<file path="src/design/fsgs_ram.sv">
// Simple dual-port RAM: one write port, one registered read port.
module fsgs_ram #(
  parameter int DW = 1,
  parameter int AW = 4
) (
  input  logic          clk_i,
  input  logic          we_i,
  input  logic [AW-1:0] waddr_i,
  input  logic [DW-1:0] wdata_i,
  input  logic [AW-1:0] raddr_i,
  output logic [DW-1:0] rdata_o
);

  logic [DW-1:0] mem_q [2**AW];
  logic [DW-1:0] rdata_q;

  always_ff @(posedge clk_i) begin
    if (we_i) begin
      mem_q[waddr_i] <= wdata_i;
    end
    rdata_q <= mem_q[raddr_i];
  end

  assign rdata_o = rdata_q;

endmodule

</file>
<file path="config.mk">
export PLATFORM = sky130hd
export DESIGN_NAME = fsgs_ram
export DESIGN_NICKNAME = d
export VERILOG_FILES = /design/src/design/fsgs_ram.sv
export SDC_FILE = /design/constraint.sdc
export NUM_CORES = 1
export LEC_CHECK = 0
export ABC_CLOCK_PERIOD_IN_PS = 1800
export BUFFER_PORTS_ARGS = -buffer_cell sky130_fd_sc_hd__buf_2
export CAP_MARGIN = 20
export CORE_MARGIN = 5
export CORE_UTILIZATION = 56
export DETAILED_ROUTE_END_ITERATION = 10
export PLACE_DENSITY_LB_ADDON = 0.2
export RECOVER_POWER = 50
export SETUP_SLACK_MARGIN = 0.1
export SYNTH_ARGS = -nofsm -noshare
export SYNTH_HDL_FRONTEND = slang
export SYNTH_SLANG_ARGS = --single-unit
</file>
<file path="constraint.sdc">
create_clock -name clk_i -period 1.8 [get_ports clk_i]
set_input_delay 0.18 -clock clk_i [delete_from_list [all_inputs] [get_ports clk_i]]
set_output_delay 0.18 -clock clk_i [all_outputs]
set_load 0.1 [all_outputs]
</file>
# Word-level counts from Yosys, hierarchy flattened
# Memories as Yosys holds them, arrays and structs flattened. A register that Yosys moved wholly into a read port is not among the register bits.
# Index checks and enable logic that the tools add are counted.
dict set report op_classes {
  shift 0
  magnitude_cmp 0
  n_mul 0
  eq_ne 0
  reduce_logical 0
  n_div 0
  mux 2
  bitwise_logic 0
  add_sub_neg 0
}
# cell n
set op_table {}
lappend op_table {{1-bit two-way mux} 2}
dict set report totals {
  elab_cells 3
  rom_bits 0
  inputBits 11
  ramBits 16
  latchBits 0
  output_inout_bits 1
  regBits 0
  mem_count 1
}
# name words word_bits rd rd_ports_with_merged_regs wr line
set mem_list {}
lappend mem_list {mem_q 16 1 1 1 1 14} ;# logic [DW-1:0] mem_q [2**AW];

# Longest topological paths before layout
# Gate-level depths: netlist of run 1.
dict set report logic_depth {
  word_depth 2
  depth_mapped 3
  depth_no_buf 3
}

# Least setup slack after synthesis of run 1
# Ideal clock, no wire load.
dict set report synth_path {
  kind {reg-to-reg}
  start {memory mem_q[13]}
  end {register rdata_q, in the netlist rdata_o (read register of mem_q)}
  period_less_slack_ns 1.135
  stages_incl_launch_ff 4
  setup_time_ns 0.122
  path_slack_ns 0.665
  arrival_time_ns 1.013
  path_buffers 0
  required_ns 1.678
  path_cell_list {edfxtp_1 mux4_1 mux2i_1 mux2i_1}
}
# item line
set synth_rtl {}
lappend synth_rtl {{start, declared} 14}
lappend synth_rtl {{end, declared} 15} ;# logic [DW-1:0] rdata_q;

==> results.md, run 1 <==
- Startpoint Class: flop
- Worst-path clk slew: around 90 ps
- Post-Layout Cell Count: slightly below 80
- Die height: 46.5 um
- Post-synthesis register bit count: 17
- Vias in the first global route: 441
- Routability cong.: 0.708
- Leading cell types in the layout, fill and taps excluded: edfxtp_1 (16), nor2_1 (12), buf_2 (9)
- Post-CTS Setup Bufs: 0
- N_diodes: 0
- Register area share after synthesis: 0.671
- Final Max Tran Viols: 0
- Site Rows: 13
- Nets@finish: 74
- Largest net degree at the start of global routing: 17
- Post-route setup TNS: 0 ps
- Crit-path max FO: 1
- Hold-fix buffers, CTS: 0
- Number of synthesis warnings: 0
- Overall routing resource usage: 0.130
- Minimum clock period: between 1000 and 1500 ps
- Synth unique cells: 11
- Slew Limit Headroom: 0.633
- Clock sink count: 17
- Vias/cell: 5.56
- ANT nets after route: 0
- Via total after detailed routing: 428
- Initial antenna violation count: 0
- Cells after synthesis: 47
- Syn_area_per_cell: approximately 16 um2
- FF-to-FF Start: mem_q[9]$_DFFE_PP_
- Avg WL per Cell: 15.3 um
- Drt drc: 0
- Die Wd: about 46 um
- Worst Tran Pin Value: 550 ps
- CP required: 1980 ps
- Final hold violations: 0
- Layout cells sized above 1: 0.210
- # port buffers: 11
- DRT iter0 DRCs: 9
- Commonest non-fill, non-tap cell in the layout: edfxtp_1
- Post-CTS sizing: 0
- Period utilisation layout: 0.686
- CP Class: reg2reg
- Pleak: about 0.3 nW
- H-tree Lvls: 1
- Achievable Freq: 810 MHz
- Crit path launch: mem_q[9]$_DFFE_PP_
- Count of final setup violators: 0
- TritonRoute pass-1 iters: 3
- Pwr dens: 851 nW/um2
- RSZ-0062 raised after global routing: no
- CTS tree: built
- Worst hold slack: 86.3 ps
- Syn Nets: just under 60
- GRT Residual Overflow: 0
- Core area: between 1000 and 1500 um2
- HP Start: raddr_i[2]
- DP Cell Count: 73
- Worst Hold Class: in2reg
- Global-route wire length before repair: 1.87 mm
- Latest clock arrival within the worst-skew pair: 280 ps
- Worst EP arrival: 1410 ps
- Worst vdd ir: 0.500 mV
- Final WL: 1.18 mm
- P&R area growth vs syn: 13.1%
- Clk buf depth: 2
- Starting density of the core: 0.580
- CTS root buf: clkbuf_4
- Die Area: 2160 um2
- Dpl hpwl: 882 um
- Worst Setup End Kind: flop
- Io pins: 12
- Max_cap viols: 0
- Final setup skew: 0.641 ps
- Status: finished, final reports clean
- Netlist Area Pre-Place: 746 um2
- CTS buffer count: 3
==> state kept, by name (all words and copies together), names as in the netlist <==
name / count
rdata_o: 1
mem_q: 16
==> routing by layer <==
metal / part of all wire / global-route usage
met5: 0 / 0
met4: 0.0034 / 0.0682
met3: 0.075 / 0.0391
met2: 0.51 / 0.225
met1: 0.41 / 0.141
==> where the power goes <==
part           internal [mW]  switching [mW]  total [mW]
combinational         0.0266          0.0505      0.0771
clock                 0.0860           0.111       0.197
sequential             0.442         0.00226       0.444
==> cells in the mapped netlist <==
cell type / n / share of area
nor2_1: 12 / 0.060
nand3_1: 1 / 0.0067
nand2_1: 1 / 0.0050
dfxtp_1: 1 / 0.027
mux4_1: 4 / 0.14
mux2i_1: 3 / 0.040
nand2b_1: 2 / 0.017
or3b_2: 1 / 0.012
nand3b_1: 2 / 0.020
edfxtp_1: 16 / 0.64
nor3_1: 4 / 0.027
==> final timing paths <==
path,endpoint,depth (start not counted),slack (ps)
max,rdata_o$_DFF_P_,3,570
min,rdata_o$_DFF_P_,2,90
max reg2reg,rdata_o$_DFF_P_,3,570
min reg2reg,rdata_o$_DFF_P_,3,740
==> critical path, stage by stage, from the launching register on <==
cell	delay, ps
edfxtp_1	380
mux4_1	510
mux2i_1	160
mux2i_1	80
==> cells by family after synthesis <==
| family | Yosys count | synth area share |
|---|---|---|
| simple gates | 23 | 0.148 |
| flops | 17 | 0.671 |
| mux | 7 | 0.181 |
==> final cells by class <==
| type | instances | area (um2) |
|---|---|---|
| fill | 110 | 442 |
| multi-input combinational | 30 | 245 |
| clock buffer | 4 | 26.3 |
| timing repair buffer | 11 | 52.6 |
| tap | 15 | 18.8 |
| sequential | 17 | 500 |
==> metrics by stage <==
stage	setup slack, ps	utilization	instance area [um2]	power (mW)
2_1_floorplan	665	-	746	0.500
3_3_place_gp	516	0.638	820	0.530
3_5_place_dp	504	0.638	820	0.532
4_1_cts	555	0.658	846	0.722
5_1_grt	506	0.656	843	0.747
6_report	565	0.656	843	0.718
Power figures use the tool's default switching activity.
==> run 2: changes to the inputs <==
Settings changed: ABC_CLOCK_PERIOD_IN_PS 1800 to 1100, CORE_UTILIZATION 56 to 47.
Clock period 1.8 ns to 1.1 ns, I/O delays scaled along.
==> results.md, run 2 (same netlist as run 1, synthesis figures left out) <==
- FF-to-FF Start: mem_q[6]$_DFFE_PP_ (was mem_q[9]$_DFFE_PP_)
- Achievable Freq: 852 MHz (was 810 MHz)
- Clock sink count: 17 (unchanged)
- Critical Path Max Stage Delay: 470 ps (was 510 ps)
- Period utilisation layout: 1.07 (was 0.686)
- Crit-path max FO: 1 (unchanged)
- Post-CTS Setup Bufs: 0 (unchanged)
- Latest clock arrival within the worst-skew pair: 290 ps (was 280 ps)
- Power, Total: 1.20 mW (was 0.718 mW)
- Count of final setup violators: 1 (was 0)
- Crit path top cell by count: mux2i_1 (unchanged)
- CTS tree: built (unchanged)
- CP max-delay cell: mux4_2 (was mux4_1)
- DRT iter0 DRCs: 1 (was 9)
- Largest net degree at the start of global routing: 17 (unchanged)
- TritonRoute pass-1 iters: 4 (was 3)
- Worst Hold Class: in2reg (unchanged)
- CP Cell Sequence: mux4_2 -> mux2i_1 -> mux2i_1 (was mux4_1 -> mux2i_1 -> mux2i_1)
- Routability cong.: 0.743 (was 0.708)
- Placed cell area: 836 um2 (was 820 um2)
- Die height: 49.8 um (was 46.5 um)
- Site Rows: 14 (was 13)
- Overall routing resource usage: 0.103 (was 0.130)
- Worst vdd ir: 0.724 mV (was 0.500 mV)
- Io pins: 12 (unchanged)
- Max reg flops: 16 (unchanged)
- Worst-path clk slew: 90 ps (about the same)
- Reg2Reg Depth: 3 (unchanged)
- Hold Crit Depth: 2 (unchanged)
- Worst hold slack: 12.4 ps (was 86.3 ps)
- Post-CTS sizing: 0 (unchanged)
- Hold EP: rdata_o$_DFF_P_ (unchanged)
- Grt met1 use: 0.121 (was 0.141)
- Pleak: 0.297 nW (was 0.298 nW)
- Core area: 1510 um2 (was 1280 um2)
- Drt drc: 0 (unchanged)
- Vias/cell: 5.57 (was 5.56)
- Via total after detailed routing: 440 (was 428)
- GRT Residual Overflow: 0 (unchanged)
- Failing checks: setup timing
- N_diodes: 0 (unchanged)
- ANT nets after route: 0 (unchanged)
- Status: complete, but fails checks (was finished, final reports clean)
- CP Class: reg2reg (unchanged)
- Largest reg by FF count: mem_q (unchanged)
- Startpoint Class: flop (unchanged)
- Final hold violations: 0 (unchanged)
- Worst Setup End Kind: flop (unchanged)
- CTS root buf: clkbuf_4 (unchanged)
- Final Max Tran Viols: 0 (unchanged)
- Die Area: 2480 um2 (was 2160 um2)
- Global-route wire length before repair: 1.93 mm (was 1.87 mm)
- Nets@finish: 75 (was 74)
- Crit path buf inv count: 0 (unchanged)
- # port buffers: 11 (unchanged)
- Leading cell types in the layout, fill and taps excluded: edfxtp_1 (16), nor2_1 (12), buf_2 (9) (unchanged)
- Initial antenna violation count: 0 (unchanged)
- CTS buffer count: 3 (unchanged)
- Slew Limit Headroom: 0.641 (was 0.633)
- Commonest non-fill, non-tap cell in the layout: edfxtp_1 (unchanged)
- Layout cells sized above 1: 0.317 (was 0.210)
- Worst EP arrival: 1350 ps (was 1410 ps)
- Avg WL per Cell: 14.7 um (was 15.3 um)
- Reg-to-reg slack, setup: -70 ps (was 570 ps)
- Final Worst Setup Slack: -73.1 ps (was 565 ps)
- Final Cell Area: 861 um2 (was 843 um2)
- CP required: 1280 ps (was 1980 ps)
- Clk buf depth: 2 (unchanged)
- Final setup skew: 2.46 ps (was 0.641 ps)
- Most used routing layer in global routing: met2 (unchanged)
- P&R area growth vs syn: 15.4% (was 13.1%)
- Worst flop-to-flop path endpoint: rdata_o$_DFF_P_ (unchanged)
- CP top delay family: multiplexers (unchanged)
- Worst Tran Pin Value: 539 ps (was 550 ps)
- Starting density of the core: 0.495 (was 0.580)
- Vias in the first global route: 485 (was 441)
- Pwr dens: 1400 nW/um2 (was 851 nW/um2)
- RSZ-0062 raised after global routing: yes (was no)
- Fraction of met3 tracks used by global routing: 0.0361 (was 0.0391)
- Dpl hpwl: 896 um (was 882 um)
- Minimum clock period: 1170 ps (was 1230 ps)
- Max_cap viols: 0 (unchanged)
- Hold-fix buffers, CTS: 0 (unchanged)
- H-tree Lvls: 1 (unchanged)
- Die Wd: 49.8 um (was 46.5 um)
- Final WL: 1.16 mm (was 1.18 mm)
- HP Start: raddr_i[2] (unchanged)
- Met2 Usage GRT: 0.163 (was 0.225)
- Fin util: 0.571 (was 0.656)
## run 2: per-layer routing
metal	wire length, um	vias to the layer above
met5	0	-
li1	-	213
met4	23	0
met2	526	15
met3	89	2
met1	521	210
## run 2: cell type report
class	count	area (um2)
Timing Repair Buffer	12	76.3
Fill cell	118	646
Tap cell	16	20.0
Sequential cell	17	500
Multi-Input combinational cell	30	238
Clock buffer	4	26.3
## run 2: metrics by stage
stage / setup slack [ps] / instances / setup TNS [ps]
finish: -73.1 / 79 / -73.1
global route: -144 / 79 / -144
detailed placement: -76.3 / 75 / -76.3
CTS: -86.0 / 79 / -86.0
global placement: -69.5 / 75 / -69.5
floorplan: -3.98 / 47 / -3.98
## run 2: worst max-delay path by stage
stage                        start              end  slack, ps  cells after the start
6_report        mem_q[6]$_DFFE_PP_  rdata_o$_DFF_P_        -70                      3
5_1_grt         mem_q[7]$_DFFE_PP_  rdata_o$_DFF_P_       -140                      3
4_1_cts         mem_q[6]$_DFFE_PP_  rdata_o$_DFF_P_        -90                      3
3_5_place_dp    mem_q[6]$_DFFE_PP_  rdata_o$_DFF_P_        -80                      3
3_3_place_gp    mem_q[6]$_DFFE_PP_  rdata_o$_DFF_P_        -70                      3
2_1_floorplan  mem_q[15]$_DFFE_PP_  rdata_o$_DFF_P_         -4                      3
## run 2: power breakdown
group | internal, mW | switching [mW]
logic | 0.0630 | 0.0856
clock network | 0.141 | 0.185
registers | 0.723 | 0.00644
total | 0.927 | 0.277
==> run 3: changes to the inputs <==
Settings changed: SETUP_SLACK_MARGIN 0.1 to unset.
==> results.md, run 3 (same netlist as run 1, synthesis figures left out) <==
- Status: complete, but fails checks (unchanged)
- Failing checks: setup timing (unchanged)
- GRT Residual Overflow: 0 (unchanged)
- Post-CTS Setup Bufs: 0 (unchanged)
- Largest reg by FF count: mem_q (unchanged)
- CTS root buf: clkbuf_4 (unchanged)
- Latest clock arrival within the worst-skew pair: 290 ps (about the same)
- Minimum clock period: 1190 ps (was 1170 ps)
- Worst Hold Class: in2reg (unchanged)
- Worst EP arrival: 1370 ps (was 1350 ps)
- Worst-path clk slew: 100 ps (was 90 ps)
- Overall routing resource usage: 0.119 (was 0.103)
- Post-Layout Cell Count: 80 (was 79)
- Post-route setup TNS: -92.4 ps (was -73.1 ps)
- TritonRoute pass-1 iters: 4 (unchanged)
- Largest net degree at the start of global routing: 17 (unchanged)
- DRT iter0 DRCs: 10 (was 1)
- Pleak: 0.302 nW (was 0.297 nW)
- Commonest non-fill, non-tap cell in the layout: edfxtp_1 (unchanged)
- Clock power share: 0.272 (was 0.271)
- Nets@finish: 76 (was 75)
- Via total after detailed routing: 434 (was 440)
- Slew Limit Headroom: 0.636 (was 0.641)
- Vias in the first global route: 448 (was 485)
- DP Cell Count: 76 (was 75)
- Site Rows: 14 (unchanged)
- Max reg flops: 16 (unchanged)
- Crit path top cell by count: mux2i_1 (unchanged)
- Pwr dens: 1400 nW/um2 (about the same)
- Count of final setup violators: 1 (unchanged)
- Drt drc: 0 (unchanged)
- Crit path buf inv count: 0 (unchanged)
- Sw Pwr: 0.288 mW (was 0.277 mW)
- Max_cap viols: 0 (unchanged)
- Net Sw Frac: 0.238 (was 0.230)
- Startpoint Class: flop (unchanged)
- CP Cell Sequence: mux4_2 -> mux2i_1 -> mux2i_1 (unchanged)
- Hold-fix buffers, CTS: 0 (unchanged)
- Leading cell types in the layout, fill and taps excluded: edfxtp_1 (16), nor2_1 (12), buf_2 (9) (unchanged)
- Worst Tran Pin Value: 546 ps (was 539 ps)
- Placed cell area: 836 um2 (unchanged)
- Final Worst Setup Slack: -92.4 ps (was -73.1 ps)
- Layout cells sized above 1: 0.328 (was 0.317)
- Worst vdd ir: 0.789 mV (was 0.724 mV)
- Period utilisation layout: 1.08 (was 1.07)
- RSZ-0062 raised after global routing: yes (unchanged)
- Crit path launch: mem_q[13]$_DFFE_PP_ (was mem_q[6]$_DFFE_PP_)
- Final setup skew: 10.3 ps (was 2.46 ps)
- Final hold violations: 0 (unchanged)
- Die Wd: 49.8 um (unchanged)
- Global-route wire length before repair: 2.08 mm (was 1.93 mm)
- N_diodes: 0 (unchanged)
- Dpl hpwl: 932 um (was 896 um)
- ANT nets after route: 0 (unchanged)
- Achievable Freq: 839 MHz (was 852 MHz)
- CP top delay family: multiplexers (unchanged)
- Initial antenna violation count: 0 (unchanged)
- Final WL: 1.25 mm (was 1.16 mm)
- CP required: 1280 ps (about the same)
- HP Start: raddr_i[2] (unchanged)
- P&R area growth vs syn: 15.6% (was 15.4%)
- Clock sink count: 17 (unchanged)
- Routability cong.: 0.783 (was 0.743)
- CP Class: reg2reg (unchanged)
- Final Max Tran Viols: 0 (unchanged)
- Clk buf depth: 2 (unchanged)
- Seq pwr share: 0.602 (was 0.606)
- Post-CTS sizing: 0 (unchanged)
- # port buffers: 11 (unchanged)
- Die height: 49.8 um (unchanged)
- Worst Setup End Kind: flop (unchanged)
- Avg WL per Cell: 15.7 um (was 14.7 um)
- Final Cell Area: 862 um2 (was 861 um2)
- H-tree Lvls: 1 (unchanged)
- CTS tree: built (unchanged)
- CP max-delay cell: mux4_2 (unchanged)
- Die Area: 2480 um2 (unchanged)
- Critical Path Max Stage Delay: 460 ps (was 470 ps)
- Core area: 1510 um2 (unchanged)
- Cell internal pwr: 0.923 mW (was 0.927 mW)
- Vias/cell: 5.43 (was 5.57)
- Starting density of the core: 0.495 (unchanged)
- Crit-path max FO: 1 (unchanged)
- Io pins: 12 (unchanged)
- FF-to-FF Start: mem_q[13]$_DFFE_PP_ (was mem_q[6]$_DFFE_PP_)
- Comb pwr share: 0.126 (was 0.123)
- CTS buffer count: 3 (unchanged)
==> run 3: path summary, 6_finish.rpt <==
path / to / slack [ps] / cells after the start
setup / recovery: rdata_o$_DFF_P_ / -90 / 3
hold reg to reg: rdata_o$_DFF_P_ / 760 / 3
setup reg to reg: rdata_o$_DFF_P_ / -90 / 3
hold / removal: rdata_o$_DFF_P_ / 10 / 2
==> run 3: metal layers <==
layer | GRT usage | wire length [um]
met3 | 0.0422 | 87
met4 | 0.0917 | 0
met5 | 0 | 0
met1 | 0.152 | 583
met2 | 0.161 | 581
==> run 3: area by class of cell <==
type                       count  area, um2
fill                         133        644
sequential                    17        500
multi-input combinational     30        230
timing repair buffer          13       83.8
clock buffer                   3       22.5
tap                           16       20.0
clock inverter                 1       5.00
==> run 3: power by group through the flow <==
| stage | Clock, mW | Combinational, mW | Sequential (mW) |
|---|---|---|---|
| 3_3_place_gp | 0 | 0.151 | 0.743 |
| 5_1_grt | 0.377 | 0.163 | 0.731 |
| 6_report | 0.329 | 0.152 | 0.729 |
| 4_1_cts | 0.344 | 0.154 | 0.729 |
| 3_5_place_dp | 0 | 0.154 | 0.744 |
| 2_1_floorplan | 0 | 0.0465 | 0.774 |
==> run 3: per-stage QoR <==
stage	power, mW	util	hold slack, ps	setup WS [ps]
2_1_floorplan	0.821	-	209	-3.98
6_report	1.21	0.572	14.9	-92.4
3_5_place_dp	0.898	0.555	323	-114
5_1_grt	1.27	0.572	12.5	-171
3_3_place_gp	0.895	0.555	320	-92.8
4_1_cts	1.23	0.573	2.55	-101
